**src/hdl/spe_ram.sv**
```systemverilog
module spe_ram #(
  parameter int WIDTH = 8,
  parameter int DEPTH = 16
) (
  input  logic                     clk,
  input  logic                     we,
  input  logic [$clog2(DEPTH)-1:0] waddr,
  input  logic [WIDTH-1:0]         wdata,
  input  logic [$clog2(DEPTH)-1:0] raddr,
  output logic [WIDTH-1:0]         rdata
);

  logic [WIDTH-1:0] mem [DEPTH];

  always_ff @(posedge clk) begin
    if (we) begin
      mem[waddr] <= wdata;
    end
    rdata <= mem[raddr];
  end

endmodule

```
**config.mk**
```make
export PLATFORM = sky130hd
export DESIGN_NAME = spe_ram
export DESIGN_NICKNAME = d
export VERILOG_FILES = /design/src/hdl/spe_ram.sv
export SDC_FILE = /design/constraint.sdc
export NUM_CORES = 1
export LEC_CHECK = 0
export ABC_AREA = 0
export BUFFER_PORTS_ARGS = -buffer_cell sky130_fd_sc_hd__buf_2
export CORE_MARGIN = 2
export CORE_UTILIZATION = 60
export CTS_CLUSTER_SIZE = 20
export DETAILED_ROUTE_END_ITERATION = 8
export GPL_TIMING_DRIVEN = 0
export PLACE_DENSITY = 0.78
export SLEW_MARGIN = 20
export SYNTH_ARGS = -nofsm -noshare
export SYNTH_HDL_FRONTEND = slang
export SYNTH_SLANG_ARGS = --single-unit
```
**constraint.sdc**
```tcl
create_clock -name clk -period 4.05 [get_ports clk]
set_input_delay 0.405 -clock clk [delete_from_list [all_inputs] [get_ports clk]]
set_output_delay 0.405 -clock clk [all_outputs]
set_load 0.005 [all_outputs]
```
==> metrics.cfg <==
[synthesis]
synth_cell_types = 19
synth-adder-area-share_pct = 0
synth_nets = 247
synth-xor-area-share_pct = 0
seq_area_frac_synth_pct = 77.78
ys_warn_count = 0
synth_simple_gate_area_share_pct = 3.184
avgSynthCellArea_um2 = 22.48
synth_compound_area_share_pct = 2.333
synth_top_family_by_area = multiplexers
ys_seq_elements = 136
muxShareOfSynthArea_pct = 15.02
netlist_area_um2 = 5147
syn-instance-count = 229

[placed_design]
dp_hpwl_mm = 6.005
io_buffers = 24
place.gp.congestion = 0.7105

[critical_path]
critPathCaptureType = flip-flop
worstPathRequired_ns = 4.20
worstSetupPathType = input port to flip-flop
start_kind = input port
crit_arrival_ns = 1.69
crit_fanout = 8

[clock_network]
clkTransAtPathRegs_ns = 0.06
post_cts_buffers = 0
cts_root_buffer = clkbuf_8
post_cts_resized = 0
clkSinkCount = 136
clockBufferDepth = 2
h-tree-depth = 4
hold_buffers = 0
cts_tree = yes
clk_latency_ns = 0.52
cts_buffers = 17

[flow_run]
max-cap-violations = 0

[final_layout]
n_fill_cell = 473
multi_input_area_um2 = 1077
regArea_um2 = 4004
drive_above_1_share_pct = 30.88
area_growth_pct = 16.84
n_antenna_cell = 0
nets = 290

[global_route]
grt_overflow = 0
grt_max_degree = 17
antenna_found_initial = 0
grt_pass1_vias = 2520
grt_pass1_wl_mm = 15.15
grtUsageTotal_pct = 22.98

[timing]
hold_viol_final = 0
grt_setup_unrepaired = false
tns_ns = 0
fin_crit_sh_pct = 38.17
fmax_ghz = 0.6468
setup_viol = 0
finClkSkew_ns = 0.008397
slew_violations = 0
finalCriticalPeriod_ns = 1.546
worst_pin_slew_ns = 0.8443
worst_slew_margin_rel_pct = 43.50

[power]
ir_worst_vdd_mv = 0.3135
p_leak_nw = 2.030
p_total_mw = 3.255
power_density_nw_per_um2 = 541.1

[route]
drt_pass1_iterations = 5
wirelength_mm = 9.984
drt_iter0_drc = 392
drc = 0
wl_per_cell_um = 25.60
vias_per_cell = 6.295
num_vias = 2455
antenna_left = 0

[floorplanning]
row_count = 33
die_area_um2 = 9336
start_util_pct = 62.33
core-area_um2 = 8258
ios = 26
fp.dieW_um = 96.63
die_h_um = 96.63

[run_status]
outcome = finished, final reports clean

[hold_path]
hp-class = input port to flip-flop

-- worst paths after layout --
| check | slack (ns) | startpoint | depth (start not counted) | endpoint |
|---|---|---|---|---|
| setup / recovery | 2.50 | waddr[2] | 3 | mem[1][4]$_DFFE_PP_ |
| hold reg to reg | 0.68 | mem[11][1]$_DFFE_PP_ | 3 | rdata[1]$_DFF_P_ |
| hold / removal | 0.28 | wdata[7] | 1 | mem[8][7]$_DFFE_PP_ |
| setup reg to reg | 2.64 | mem[10][5]$_DFFE_PP_ | 3 | rdata[5]$_DFF_P_ |
-- through the flow --
| stage | cells | hold slack, ns | utilization (%) | area (µm²) | setup slack [ns] |
|---|---|---|---|---|---|
| finish | 390 | 0.2845 | 72.83 | 6015 | 2.504 |
| global route | 390 | 0.2823 | 72.83 | 6015 | 2.463 |
| CTS | 390 | 0.2810 | 72.83 | 6015 | 2.486 |
| detailed placement | 358 | 0.6652 | 65.62 | 5419 | 1.973 |
| global placement | 358 | 0.6520 | 65.38 | 5399 | 1.609 |
| floorplan | 229 | 0.5039 | - | 5147 | 2.152 |
-- placed cells by master, fill, tap and decap left out, drive strengths merged --
master         count
clkinv             6
and2               1
buf               31
nand2b             2
nor3               4
nand3              1
nand3b             2
or3b               1
edfxtp           128
clkinvlp           3
dfxtp              8
a22oi             16
mux4              32
and2b              1
clkdlybuf4s25      3
nor2b              1
nand2              9
clkbuf            20
bufinv             3
nor2              13
-- logic make-up after synthesis --
| family | count (synthesis) |
|---|---|
| AO/OA/AOI/OAI | 16 |
| buffers and inverters | 10 |
| flip-flops | 136 |
| multiplexers | 32 |
| AND/OR/NAND/NOR | 35 |
-- routing by layer --
| metal | track usage, % | wire length, µm |
|---|---|---|
| met1 | 32.51 | 3968 |
| met2 | 35.63 | 5009 |
| met3 | 6.142 | 855 |
| met4 | 7.801 | 150 |
| met5 | 0 | 0 |
-- power breakdown --
part	leakage, nW	internal, mW	switching (mW)
Sequential	1.22	1.57	0.00831
Combinational	0.520	0.0624	0.0862
Clock	0.287	0.967	0.557
Total	2.03	2.60	0.651
-- state kept, by name (all words and copies together) (netlist names) --
signal  cells
rdata       8
mem       128
-- synthesized netlist by cell type, drive strengths merged --
cell | number | area share (%)
buf | 7 | 1.1
nor3 | 4 | 0.39
or3b | 1 | 0.17
and2 | 1 | 0.12
nor2b | 1 | 0.12
mux4 | 32 | 15
and2b | 1 | 0.15
nand3b | 2 | 0.29
nand2 | 9 | 0.66
a22oi | 16 | 2.3
dfxtp | 8 | 3.1
edfxtp | 128 | 75
nand2b | 2 | 0.24
nand3 | 1 | 0.097
clkdlybuf4s25 | 3 | 0.58
nor2 | 13 | 0.95
-- worst max-delay path, cell delays in order --
cell and delay, ns:
buf_2 0.11, or3b_2 0.53, nor2_1 0.64
-- final cells by class --
type	count	share of cell area [%]
Sequential cell	136	66.57
Multi-Input combinational cell	83	17.91
Clock buffer	20	7.406
Clock inverter	12	2.496
Tap cell	105	2.184
Timing Repair Buffer	24	1.997
Buffer	10	1.435
No activity file was read; power rests on OpenSTA's default activity.
