==> config.mk <==
export PLATFORM = sky130hd
export DESIGN_NAME = spe_seq
export DESIGN_NICKNAME = d
export VERILOG_FILES = /design/src/hdl/spe_pkg.sv /design/src/hdl/spe_seq.sv
export SDC_FILE = /design/constraint.sdc
export NUM_CORES = 1
export LEC_CHECK = 0
export ABC_AREA = 1
export BUFFER_PORTS_ARGS = -buffer_cell sky130_fd_sc_hd__buf_4
export CAP_MARGIN = 30
export CORE_MARGIN = 5
export CORE_UTILIZATION = 55
export DETAILED_ROUTE_END_ITERATION = 7
export PLACE_DENSITY = 0.76
export SYNTH_ARGS = -nofsm -noshare
export SYNTH_HDL_FRONTEND = slang
export SYNTH_SLANG_ARGS = --single-unit
==> constraint.sdc <==
create_clock -name clk -period 2.9 [get_ports clk]
set_input_delay 0.58 -clock clk [delete_from_list [all_inputs] [get_ports clk]]
set_output_delay 0.58 -clock clk [all_outputs]
set_load 0.03 [all_outputs]
==> src/hdl/spe_pkg.sv <==
package spe_pkg;

  localparam int MAX_TERMS = 64;
  localparam int MAX_ORDER = 15;

  localparam int IDX_W  = $clog2(MAX_TERMS);
  localparam int ITER_W = $clog2(MAX_TERMS + 1);
  localparam int CNT_W  = 7;
  localparam int ORD_W  = 4;
  localparam int COEF_W = 32;
  localparam int PT_W   = 16;
  localparam int VAL_W  = 48;
  localparam int RAM_W  = COEF_W + 2 * ORD_W;
  localparam int PC_W   = 4;

  localparam logic [ORD_W-1:0] ORD_MAX = ORD_W'(MAX_ORDER);
  localparam logic signed [PT_W-1:0] PT_ONE = 16'sh4000;

  localparam logic FUNC_LOAD = 1'b0;
  localparam logic FUNC_EVAL = 1'b1;

  typedef struct packed {
    logic                     func;
    logic [IDX_W-1:0]         term_index;
    logic signed [COEF_W-1:0] term_coeff;
    logic [ORD_W-1:0]         term_x_order;
    logic [ORD_W-1:0]         term_y_order;
    logic signed [PT_W-1:0]   point_x;
    logic signed [PT_W-1:0]   point_y;
  } spe_req_t;

  typedef struct packed {
    logic signed [VAL_W-1:0] value;
    logic                    saturated;
  } spe_rsp_t;

  typedef enum logic [3:0] {
    OP_NONE,
    OP_CLR,
    OP_FETCH,
    OP_POWX,
    OP_SAVEX,
    OP_POWY,
    OP_MXY,
    OP_MCOEF,
    OP_RND,
    OP_ACC,
    OP_OUT
  } spe_op_t;

  typedef enum logic [2:0] {
    C_NEVER,
    C_ALWAYS,
    C_NO_GO,
    C_END,
    C_K_NZ,
    C_OUT_BUSY
  } spe_cond_t;

  typedef struct packed {
    spe_op_t          op;
    spe_cond_t        cond;
    logic [PC_W-1:0]  target;
  } spe_ucode_t;

  typedef struct packed {
    logic end_of_terms;
    logic k_nonzero;
    logic out_busy;
  } spe_status_t;

  localparam logic [PC_W-1:0] ST_WAIT  = PC_W'(0);
  localparam logic [PC_W-1:0] ST_TERM  = PC_W'(1);
  localparam logic [PC_W-1:0] ST_FETCH = PC_W'(2);
  localparam logic [PC_W-1:0] ST_XPOW  = PC_W'(3);
  localparam logic [PC_W-1:0] ST_SAVEX = PC_W'(4);
  localparam logic [PC_W-1:0] ST_YPOW  = PC_W'(5);
  localparam logic [PC_W-1:0] ST_MXY   = PC_W'(6);
  localparam logic [PC_W-1:0] ST_MCOEF = PC_W'(7);
  localparam logic [PC_W-1:0] ST_RND   = PC_W'(8);
  localparam logic [PC_W-1:0] ST_ACC   = PC_W'(9);
  localparam logic [PC_W-1:0] ST_DONE  = PC_W'(10);
  localparam logic [PC_W-1:0] ST_BACK  = PC_W'(11);
  localparam logic [PC_W-1:0] PROG_LEN = PC_W'(12);

  // microprogram: a step jumps to target when its condition holds, else falls through
  function automatic spe_ucode_t spe_ucode(input logic [PC_W-1:0] pc);
    unique case (pc)
      ST_WAIT:  return '{op: OP_CLR,   cond: C_NO_GO,    target: ST_WAIT};
      ST_TERM:  return '{op: OP_NONE,  cond: C_END,      target: ST_DONE};
      ST_FETCH: return '{op: OP_FETCH, cond: C_NEVER,    target: ST_WAIT};
      ST_XPOW:  return '{op: OP_POWX,  cond: C_K_NZ,     target: ST_XPOW};
      ST_SAVEX: return '{op: OP_SAVEX, cond: C_NEVER,    target: ST_WAIT};
      ST_YPOW:  return '{op: OP_POWY,  cond: C_K_NZ,     target: ST_YPOW};
      ST_MXY:   return '{op: OP_MXY,   cond: C_NEVER,    target: ST_WAIT};
      ST_MCOEF: return '{op: OP_MCOEF, cond: C_NEVER,    target: ST_WAIT};
      ST_RND:   return '{op: OP_RND,   cond: C_NEVER,    target: ST_WAIT};
      ST_ACC:   return '{op: OP_ACC,   cond: C_ALWAYS,   target: ST_TERM};
      ST_DONE:  return '{op: OP_OUT,   cond: C_OUT_BUSY, target: ST_DONE};
      ST_BACK:  return '{op: OP_NONE,  cond: C_ALWAYS,   target: ST_WAIT};
      default:  return '{op: OP_NONE,  cond: C_ALWAYS,   target: ST_WAIT};
    endcase
  endfunction

endpackage

==> src/hdl/spe_seq.sv <==
module spe_seq import spe_pkg::*; (
  input  logic        clk,
  input  logic        rst,
  input  logic        go,
  input  spe_status_t status,
  output spe_op_t     op,
  output logic        idle
);

  logic [PC_W-1:0] pc;
  logic [PC_W-1:0] pc_next;
  spe_ucode_t      uw;
  logic            taken;

  always_comb begin
    uw = spe_ucode(pc);
    unique case (uw.cond)
      C_NEVER:    taken = 1'b0;
      C_ALWAYS:   taken = 1'b1;
      C_NO_GO:    taken = !go;
      C_END:      taken = status.end_of_terms;
      C_K_NZ:     taken = status.k_nonzero;
      C_OUT_BUSY: taken = status.out_busy;
      default:    taken = 1'b0;
    endcase
    pc_next = taken ? uw.target : pc + PC_W'(1);
  end

  assign op   = uw.op;
  assign idle = (pc == ST_WAIT);

  always_ff @(posedge clk) begin
    if (rst) begin
      pc <= ST_WAIT;
    end else begin
      pc <= pc_next;
    end
  end

  a_pc_range: assert property (@(posedge clk) disable iff (rst) pc < PROG_LEN)
    else $error("step counter outside program");

  a_go_starts: assert property (@(posedge clk) disable iff (rst)
    (pc == ST_WAIT && go) |=> pc == ST_TERM)
    else $error("evaluate beat did not start the walk");

  a_done_holds: assert property (@(posedge clk) disable iff (rst)
    (pc == ST_DONE && status.out_busy) |=> pc == ST_DONE)
    else $error("left done while result slot busy");

endmodule

==> impl_metrics.ini <==
[timing]
slew_viol_final = 0
hold_viol = 0
min_period_over_period_pct = 62.5
timing.setup.tns_ps = 0
worstMarginPinSlew_ps = 287
relSlewSlack_pct = 80.9
fmax_mhz = 552
setup_ws_ps = 1090
setup_viol = 0
rsz0062_at_grt = no
clock_skew_ps = 9.77
period_needed_ps = 1810

[yosys]
ys_seq_elements = 15
synth_area_leaders = dfxtp_1, ha_1, nand3_2
synth_top_area_share_pct = 33.6
synth_cell_types = 22
avgSynthCellArea_um2 = 8.67
syn_inst = 103
synth_nets = 116
ys_warn_count = 0
yosysTopAreaCell = dfxtp_1
synth_seq_area_share_pct = 33.6
syn_area_um2 = 893

[global_routing]
grt_max_degree = 10
antenna_found_initial = 0
grt_pass1_wl_um = 2650
grt_usage_pct = 12.9
grt_overflow_total = 0
grt_pass1_vias = 655

[die]
die_height_um = 50.3
coreArea_um2 = 1520
ios = 11
row_count = 14
die_area_um2 = 2530
start_util_pct = 58.6
die_w_um = 50.3

[setup_path]
crit_cells = 4
cp_data_arrival_time_ps = 1230
critPathKind = register to output port
slowest_stage = dfxtp_1
crit_buf_inv = 2
worstPathRequired_ps = 2320
critPathMaxStageDelay_ps = 340
path_cells = inv_1 -> ha_1 -> nor3b_1 -> buf_4
ff2ff_path_depth = 12
cp-start-kind = register
path_max_fanout = 3
rrSetupSlack_ps = 1270
crit_path_end_kind = output port
critical-path-top-delay-family = flip-flops

[cells_and_area]
multiInputGateArea_um2 = 492
n_antenna_cell = 0
postLayoutCoreUtil_pct = 64.7
drive_gt1_share_pct = 35.4
regArea_um2 = 300
layout_common_cells = inv_1, nand2_1, dfxtp_1
area_growth_pct = 10.4
fin_cells = 129
fillers = 127
num-nets-final = 127

[placement]
dpl.hpwl_um = 1200
place.gp.congestion = 0.767
dp.cells = 125
dp_slack_ps = 924
portBuffers = 10

[clocking]
post_cts_resized = 0
cts_setup_buffers = 0
htreeDepth = 1
worstSkewPairLatency_ps = 280
clkTransAtPathRegs_ps = 90
max-clock-path-buffers = 2
cts_hold_buffers = 0
cts_tree = done
numClockSinks = 15
clockRootBuffer = clkbuf_4
cts_buffers = 3

[drt]
routed_wl_um = 1390
drt_iter0_drc = 8
routed_via_density = 4.82
ant_nets = 0
post_drt_wl_per_cell_um = 10.8
vias = 622
firstDrtPassIters = 4
drcViolationCount = 0

[pwr]
vdd_drop_max_mv = 0.565
p_total_uw = 1200
p_per_area_nw_per_um2 = 1220
p_leak_uw = 0.000523

[min_path]
hold_path_depth = 2
holdCritPathClass = register to register

[status]
outcome = finished, final reports clean

[job]
max_cap_viol_count = 0
## Yosys cell counts
cell / number
nand2_1: 16
nand3_2: 7
o21ai_1: 2
nor3b_1: 1
nor2_1: 2
buf_4: 4
nand2_2: 6
nor2_8: 1
inv_2: 3
nor3_1: 1
nor2_4: 3
nand3b_1: 1
nand3_1: 9
dfxtp_1: 15
nand3_4: 3
nand4_1: 1
o211ai_2: 1
xor2_1: 1
nor2_2: 2
inv_1: 16
o21bai_1: 1
ha_1: 7
## logic make-up (layout without fill, tap and decap cells)
kind of cell               Yosys count  count (layout)  synth area share, %
DFF                                 15              15                 33.6
buffers and inverters               23              33                 11.3
AOI/OAI and AO/OA                    4               4                 3.36
adders and majority gates            7               7                 9.80
and+or+nand+nor                     53              53                 40.9
xor gates and xnor gates             1               1                0.981
## final cells by class
type / instances / share of cell area, %
Clock inverter: 1 / 0.508
Tap cell: 16 / 2.03
Timing Repair Buffer: 10 / 7.61
Multi-Input combinational cell: 65 / 49.9
Sequential cell: 15 / 30.5
Clock buffer: 3 / 2.28
Inverter: 19 / 7.23
## worst reg2reg max path, delay by kind of cell (launching register included)
kind / cells / cell delay, ps
and+or+nand+nor: 8 / 720
DFF: 1 / 350
adders and majority gates: 1 / 280
buffers and inverters: 3 / 180
## metrics by stage
step,hold slack [ps],area (µm²)
after global placement,560,958
after detailed placement,571,958
after global routing,635,986
after floorplan,513,893
final,585,986
after CTS,592,986
## final timing paths
path,endpoint,start
max,idle,pc[0]
min,pc[1],uw[1]
max reg2reg,op[0],uw[5]
min reg2reg,pc[1],uw[1]
## state kept, by name, summed over array words and instances, names as in the netlist
| signal | flops |
|---|---|
| op | 4 |
| pc | 4 |
| uw | 7 |
## routing by layer
layer	vias up	wire [µm]	GRT usage (%)
met1	280	686	17.3
met2	3	664	20.9
li1	337	-	-
met3	2	32	2.66
met4	0	10	3.83
met5	-	0	0
## where the power goes
part           switching [µW]  internal, µW
registers                54.1           295
clock network            60.8          51.0
logic                     479           264
No activity file was read; power rests on OpenSTA's default activity.
