==> src/hdl/spe_pkg.sv <==
package spe_pkg;

  localparam int MAX_TERMS = 64;
  localparam int MAX_ORDER = 15;

  localparam int IDX_W  = $clog2(MAX_TERMS);
  localparam int ITER_W = $clog2(MAX_TERMS + 1);
  localparam int CNT_W  = 7;
  localparam int ORD_W  = 4;
  localparam int COEF_W = 32;
  localparam int PT_W   = 16;
  localparam int VAL_W  = 48;
  localparam int RAM_W  = COEF_W + 2 * ORD_W;
  localparam int PC_W   = 4;

  localparam logic [ORD_W-1:0] ORD_MAX = ORD_W'(MAX_ORDER);
  localparam logic signed [PT_W-1:0] PT_ONE = 16'sh4000;

  localparam logic FUNC_LOAD = 1'b0;
  localparam logic FUNC_EVAL = 1'b1;

  typedef struct packed {
    logic                     func;
    logic [IDX_W-1:0]         term_index;
    logic signed [COEF_W-1:0] term_coeff;
    logic [ORD_W-1:0]         term_x_order;
    logic [ORD_W-1:0]         term_y_order;
    logic signed [PT_W-1:0]   point_x;
    logic signed [PT_W-1:0]   point_y;
  } spe_req_t;

  typedef struct packed {
    logic signed [VAL_W-1:0] value;
    logic                    saturated;
  } spe_rsp_t;

  typedef enum logic [3:0] {
    OP_NONE,
    OP_CLR,
    OP_FETCH,
    OP_POWX,
    OP_SAVEX,
    OP_POWY,
    OP_MXY,
    OP_MCOEF,
    OP_RND,
    OP_ACC,
    OP_OUT
  } spe_op_t;

  typedef enum logic [2:0] {
    C_NEVER,
    C_ALWAYS,
    C_NO_GO,
    C_END,
    C_K_NZ,
    C_OUT_BUSY
  } spe_cond_t;

  typedef struct packed {
    spe_op_t          op;
    spe_cond_t        cond;
    logic [PC_W-1:0]  target;
  } spe_ucode_t;

  typedef struct packed {
    logic end_of_terms;
    logic k_nonzero;
    logic out_busy;
  } spe_status_t;

  localparam logic [PC_W-1:0] ST_WAIT  = PC_W'(0);
  localparam logic [PC_W-1:0] ST_TERM  = PC_W'(1);
  localparam logic [PC_W-1:0] ST_FETCH = PC_W'(2);
  localparam logic [PC_W-1:0] ST_XPOW  = PC_W'(3);
  localparam logic [PC_W-1:0] ST_SAVEX = PC_W'(4);
  localparam logic [PC_W-1:0] ST_YPOW  = PC_W'(5);
  localparam logic [PC_W-1:0] ST_MXY   = PC_W'(6);
  localparam logic [PC_W-1:0] ST_MCOEF = PC_W'(7);
  localparam logic [PC_W-1:0] ST_RND   = PC_W'(8);
  localparam logic [PC_W-1:0] ST_ACC   = PC_W'(9);
  localparam logic [PC_W-1:0] ST_DONE  = PC_W'(10);
  localparam logic [PC_W-1:0] ST_BACK  = PC_W'(11);
  localparam logic [PC_W-1:0] PROG_LEN = PC_W'(12);

  // microprogram: a step jumps to target when its condition holds, else falls through
  function automatic spe_ucode_t spe_ucode(input logic [PC_W-1:0] pc);
    unique case (pc)
      ST_WAIT:  return '{op: OP_CLR,   cond: C_NO_GO,    target: ST_WAIT};
      ST_TERM:  return '{op: OP_NONE,  cond: C_END,      target: ST_DONE};
      ST_FETCH: return '{op: OP_FETCH, cond: C_NEVER,    target: ST_WAIT};
      ST_XPOW:  return '{op: OP_POWX,  cond: C_K_NZ,     target: ST_XPOW};
      ST_SAVEX: return '{op: OP_SAVEX, cond: C_NEVER,    target: ST_WAIT};
      ST_YPOW:  return '{op: OP_POWY,  cond: C_K_NZ,     target: ST_YPOW};
      ST_MXY:   return '{op: OP_MXY,   cond: C_NEVER,    target: ST_WAIT};
      ST_MCOEF: return '{op: OP_MCOEF, cond: C_NEVER,    target: ST_WAIT};
      ST_RND:   return '{op: OP_RND,   cond: C_NEVER,    target: ST_WAIT};
      ST_ACC:   return '{op: OP_ACC,   cond: C_ALWAYS,   target: ST_TERM};
      ST_DONE:  return '{op: OP_OUT,   cond: C_OUT_BUSY, target: ST_DONE};
      ST_BACK:  return '{op: OP_NONE,  cond: C_ALWAYS,   target: ST_WAIT};
      default:  return '{op: OP_NONE,  cond: C_ALWAYS,   target: ST_WAIT};
    endcase
  endfunction

endpackage

==> src/hdl/spe_dp.sv <==
module spe_dp import spe_pkg::*; (
  input  logic             clk,
  input  logic             rst,
  input  spe_op_t          op,
  input  logic             go,
  input  spe_req_t         req,
  input  logic [CNT_W-1:0] term_count,
  input  logic [RAM_W-1:0] rd_data,
  output logic [IDX_W-1:0] rd_addr,
  output spe_status_t      status,
  output logic             rsp_valid,
  input  logic             rsp_ready,
  output spe_rsp_t         rsp
);

  logic signed [PT_W-1:0]   px;
  logic signed [PT_W-1:0]   py;
  logic [ITER_W-1:0]        iter;
  logic [ORD_W-1:0]         k;
  logic [ORD_W-1:0]         y_ord;
  logic signed [PT_W-1:0]   p;
  logic signed [PT_W-1:0]   xp;
  logic signed [COEF_W-1:0] coeff;
  logic signed [31:0]       xy;
  logic signed [63:0]       prod;
  logic signed [COEF_W-1:0] term;
  logic signed [VAL_W-1:0]  acc;
  logic                     sat;

  logic signed [31:0]       mul_a;
  logic signed [31:0]       mul_b;
  logic signed [63:0]       mul_p;

  logic signed [32:0]       pw_rnd;
  logic signed [PT_W-1:0]   pw_val;
  logic                     pw_sat;
  logic signed [64:0]       tr_rnd;
  logic signed [COEF_W-1:0] tr_val;
  logic                     tr_sat;
  logic signed [VAL_W:0]    ac_sum;
  logic signed [VAL_W-1:0]  ac_val;
  logic                     ac_sat;

  // shared multiplier
  always_comb begin
    unique case (op)
      OP_POWX: begin
        mul_a = 32'(p);
        mul_b = 32'(px);
      end
      OP_POWY: begin
        mul_a = 32'(p);
        mul_b = 32'(py);
      end
      OP_MXY: begin
        mul_a = 32'(xp);
        mul_b = 32'(p);
      end
      OP_MCOEF: begin
        mul_a = coeff;
        mul_b = xy;
      end
      default: begin
        mul_a = 32'(p);
        mul_b = 32'(px);
      end
    endcase
    mul_p = mul_a * mul_b;
  end

  // power step: round to q2.14, saturate
  always_comb begin
    pw_rnd = ($signed({mul_p[31], mul_p[31:0]}) + 33'sd8192) >>> 14;
    pw_sat = 1'b1;
    if (pw_rnd > 33'sd32767) begin
      pw_val = 16'sh7fff;
    end else if (pw_rnd < -33'sd32768) begin
      pw_val = 16'sh8000;
    end else begin
      pw_val = pw_rnd[PT_W-1:0];
      pw_sat = 1'b0;
    end
  end

  // term: round to q16.16, saturate
  always_comb begin
    tr_rnd = ($signed({prod[63], prod}) + 65'sd134217728) >>> 28;
    tr_sat = 1'b1;
    if (tr_rnd > 65'sd2147483647) begin
      tr_val = 32'sh7fffffff;
    end else if (tr_rnd < -65'sd2147483648) begin
      tr_val = 32'sh80000000;
    end else begin
      tr_val = tr_rnd[COEF_W-1:0];
      tr_sat = 1'b0;
    end
  end

  // saturating accumulate
  always_comb begin
    ac_sum = $signed({acc[VAL_W-1], acc})
           + $signed({{(VAL_W + 1 - COEF_W){term[COEF_W-1]}}, term});
    ac_sat = 1'b1;
    if (ac_sum > 49'sd140737488355327) begin
      ac_val = {1'b0, {(VAL_W - 1){1'b1}}};
    end else if (ac_sum < -49'sd140737488355328) begin
      ac_val = {1'b1, {(VAL_W - 1){1'b0}}};
    end else begin
      ac_val = ac_sum[VAL_W-1:0];
      ac_sat = 1'b0;
    end
  end

  assign rd_addr = iter[IDX_W-1:0];

  assign status.end_of_terms = (32'(iter) >= 32'(term_count))
                            || (32'(iter) >= 32'(MAX_TERMS));
  assign status.k_nonzero    = (k != '0);
  assign status.out_busy     = rsp_valid && !rsp_ready;

  always_ff @(posedge clk) begin
    if (rst) begin
      iter      <= '0;
      sat       <= 1'b0;
      rsp_valid <= 1'b0;
    end else begin
      if (rsp_valid && rsp_ready && (op != OP_OUT)) begin
        rsp_valid <= 1'b0;
      end
      if (go) begin
        px <= req.point_x;
        py <= req.point_y;
      end
      unique case (op)
        OP_NONE: begin
        end
        OP_CLR: begin
          acc  <= '0;
          sat  <= 1'b0;
          iter <= '0;
        end
        OP_FETCH: begin
          coeff <= rd_data[RAM_W-1 -: COEF_W];
          k     <= rd_data[2*ORD_W-1 -: ORD_W];
          y_ord <= rd_data[ORD_W-1:0];
          p     <= PT_ONE;
        end
        OP_POWX, OP_POWY: begin
          if (k != '0) begin
            p <= pw_val;
            k <= k - ORD_W'(1);
            if (pw_sat) begin
              sat <= 1'b1;
            end
          end
        end
        OP_SAVEX: begin
          xp <= p;
          p  <= PT_ONE;
          k  <= y_ord;
        end
        OP_MXY: begin
          xy <= mul_p[31:0];
        end
        OP_MCOEF: begin
          prod <= mul_p;
        end
        OP_RND: begin
          term <= tr_val;
          if (tr_sat) begin
            sat <= 1'b1;
          end
        end
        OP_ACC: begin
          acc  <= ac_val;
          iter <= iter + ITER_W'(1);
          if (ac_sat) begin
            sat <= 1'b1;
          end
        end
        OP_OUT: begin
          if (!status.out_busy) begin
            rsp_valid     <= 1'b1;
            rsp.value     <= acc;
            rsp.saturated <= sat;
          end
        end
        default: begin
        end
      endcase
    end
  end

  a_acc_in_range: assert property (@(posedge clk) disable iff (rst)
    op == OP_ACC |-> (32'(iter) < 32'(MAX_TERMS) && 32'(iter) < 32'(term_count)))
    else $error("term added beyond the active count");

  a_out_loads: assert property (@(posedge clk) disable iff (rst)
    (op == OP_OUT && !status.out_busy) |=> rsp_valid)
    else $error("result not presented");

  a_clear: assert property (@(posedge clk) disable iff (rst)
    op == OP_CLR |=> (!sat && acc == '0 && iter == '0))
    else $error("accumulator not cleared");

endmodule

==> config.mk <==
export PLATFORM = sky130hd
export DESIGN_NAME = spe_dp
export DESIGN_NICKNAME = d
export VERILOG_FILES = /design/src/hdl/spe_pkg.sv /design/src/hdl/spe_dp.sv
export SDC_FILE = /design/constraint.sdc
export NUM_CORES = 2
export LEC_CHECK = 0
export BUFFER_PORTS_ARGS = -buffer_cell sky130_fd_sc_hd__buf_2
export CAP_MARGIN = 20
export CORE_MARGIN = 2
export CORE_UTILIZATION = 55
export DETAILED_ROUTE_END_ITERATION = 8
export PLACE_DENSITY = 0.83
export SYNTH_ARGS = -nofsm -noshare
export SYNTH_HDL_FRONTEND = slang
export SYNTH_SLANG_ARGS = --single-unit
==> constraint.sdc <==
create_clock -name clk -period 15.85 [get_ports clk]
set_input_delay 3.17 -clock clk [delete_from_list [all_inputs] [get_ports clk]]
set_output_delay 3.17 -clock clk [all_outputs]
set_load 0.01 [all_outputs]
==> impl_metrics.tcl <==
set metrics [dict create \
    outcome "complete, no violations" \
    clock_latency_ps 620 \
    fillCellCount 7471 \
    postCtsResizedCells 0 \
    path_clk_slew_ps 60 \
    path_max_fanout 26 \
    fin_util_pct 59.1 \
    fin_crit_ps 13710 \
    drtPass1Iterations 6 \
    io-pin-count 193 \
    synth_fp_nets 6797 \
    reg2regPathDepth 29 \
    start_util_pct 55.3 \
    cp-start-kind "primary input" \
    arrival_ps 14030 \
    multi_input_area_um2 37300 \
    period_share_pct 86.5 \
    ys_warn_count 0 \
    yosys.area.top_type "fa_1" \
    syn_avg_cell_area_um2 9.64 \
    routed_wirelength_um 144000 \
    required_ps 16170 \
    fin_setup_tns_ps 0 \
    async_flop_share_pct 0 \
    antenna_found_initial 12 \
    hold_path_end "rsp[0]" \
    wl_per_cell_um 21.6 \
    area_delta_synth_final_pct 6.85 \
    cts-root-buf "clkbuf_16" \
    clock-skew-final_ps 35.9 \
    vias 38947 \
    route.detailed.drc 0 \
    ys_top_cells_by_count "fa_1 (1083), inv_1 (1077), nand2_1 (708), nor2_1 (541), edfxtp_1 (302)" \
    dp_hpwl_um 116000 \
    relSlewSlack_pct 16.6 \
    stdcell_area_um2 55000 \
    gr-usage-all-layers_pct 31.1 \
    final_hold_viol_count 0 \
    grt-ovfl-total 0 \
    path_class "in -> reg" \
    rrSetupSlack_ps 4910 \
    grt_pass1_wl_um 226000 \
    syn_area_um2 51400 \
    yosysMostFrequentCell "fa_1" \
    yosysTopAreaCellShare_pct 42.2 \
    drt-initial-drc-count 3847 \
    top_layer "met5" \
    synth_seq_cells 311 \
    ys_top_cells_by_area "fa_1 (42%), edfxtp_1 (18%), inv_1 (7.9%)" \
    cts_hold_buf 0 \
    die_y_um 310 \
    clk_path_buf_depth 3 \
    synth_cells 5336 \
    cts_tree "built" \
    r2r_end "prod[52]" \
    grt_max_degree 50 \
    htree_levels 2 \
    fmax_ghz 0.0729 \
    dpl_cell_area_um2 53600 \
    grt_pass1_vias 41261 \
    hold_path_class "reg -> reg" \
    worst_pin_slew_ps 1250 \
    crit_top_cell "fa_1" \
    wl_met1_um 51800 \
    setup_viol 0 \
    dr_wl_met3_um 19400 \
    gp_congestion 1.01 \
    die_area_um2 96000 \
    register_area_um2 9250 \
    synth.distinct_cells 92 \
    slew_violations 0 \
    crit_start "op[0]" \
    yosysSeqAreaShare_pct 18.0 \
    final_antenna_net_count 0 \
    io_buffers 145 \
    worstHoldStart "sat" \
    worstReg2RegStart "p[5]" \
    die_x_um 310 \
    cap_violations 0 \
    hold_path_depth 0 \
    rsz0062_at_grt "false" \
    synth_enable_flop_cells 302 \
    synth-main-ff-cell "edfxtp_1" \
    drive_gt1_share_pct 7.52 \
    vias_per_cell 5.85 \
    cts_setup_buffers 0 \
    wl_met2_um 63400 \
    clock-sinks 311 \
    crit_path_max_incr_delay_ps 980 \
    fp-row-count 112 \
    endpoint_kind "flop" \
    fin_nets 6828 \
    cts_buffers 38 \
    crit_slowest_cell "o22ai_1" \
    core_area_um2 93000 \
]
metrics by stage:
stage | hold WS, ps | setup slack [ps] | std cells
global route | 455 | 1690 | 6651
detailed placement | 423 | 1800 | 6578
CTS | 439 | 2360 | 6648
finish | 439 | 2140 | 6652
global placement | 418 | 1940 | 6578
floorplan | 409 | 3400 | 5336
registers in the layout (all words and copies together), names as in the netlist, 7 cells and up:
register and count:
rsp 49, acc 48, prod 37, coeff 32
term 32, xy 32, p 16, px 16
py 16, xp 16, iter 7
cell families (layout without fill, tap and decap cells):
family,after synthesis,after routing,share of synthesized area (%)
other,0,1,0
multiplexers,34,34,0.662
adder cells (fa/ha/maj),1327,1327,48.1
AND/OR/NAND/NOR,1536,1536,12.6
buffers and inverters,1339,1400,9.97
XOR/XNOR,157,157,2.67
AO/OA/AOI/OAI,632,632,7.97
flip-flops,311,311,18.0
worst max-delay path by stage:
stage                          end  slack (ps)  depth (start not counted)
after floorplan              p[10]        3400                         36
after global placement    prod[52]        1940                         31
after detailed placement  prod[52]        1800                         31
after CTS                 prod[63]        2360                         34
after global routing      prod[52]        1690                         31
final                     prod[52]        2140                         31
worst max-delay path: cells and delay by family:
kind                       cells  cell delay, ps
adders and majority gates      9            4290
buffers and inverters          6            1130
xor gates and xnor gates       1             270
AOI/OAI and AO/OA             10            3430
and+or+nand+nor                5            1700
placed cells by master (no fill, tap or decap), types with 9 or more instances in the layout:
master and count:
buf_2 145, o21ai_2 13, and4_1 11, o31ai_1 9, nor2b_1 22, nand3_1 61
o21ai_0 141, a21oi_2 23, and2_1 18, ha_1 244, o21a_1 26, nand4_1 34
nor3_1 26, a211oi_1 14, fa_1 1083, nor2_1 536, a31oi_1 12, o21bai_1 17
edfxtp_1 302, inv_1 1077, o22a_1 15, mux2i_1 34, o21ai_1 12, dfxtp_1 9
buf_4 105, o22ai_1 13, and3_1 28, xor2_1 72, or2_2 10, a21oi_1 144
nand2_1 708, clkbuf_16 39, nand2b_1 29, a21o_1 108, nor4_1 10, xnor2_1 85
per-layer routing:
layer / vias up / track usage [%]
li1: 16499 / -
met1: 19366 / 39.5
met2: 2503 / 48.5
met3: 571 / 9.48
met4: 8 / 15.8
met5: - / 0
layout make-up:
cell class / instances / share of cell area (%)
multi-input cells: 3686 / 67.8
flip-flops and latches: 311 / 16.8
inverters: 1077 / 7.36
repair buffers: 253 / 2.86
well taps: 1254 / 2.86
clock buffers: 42 / 1.76
clock inverters: 28 / 0.537
diodes: 1 / 0.00455
Power is not shown: default switching activity piles up to over one toggle a cycle in this logic, so the estimate is an artifact.
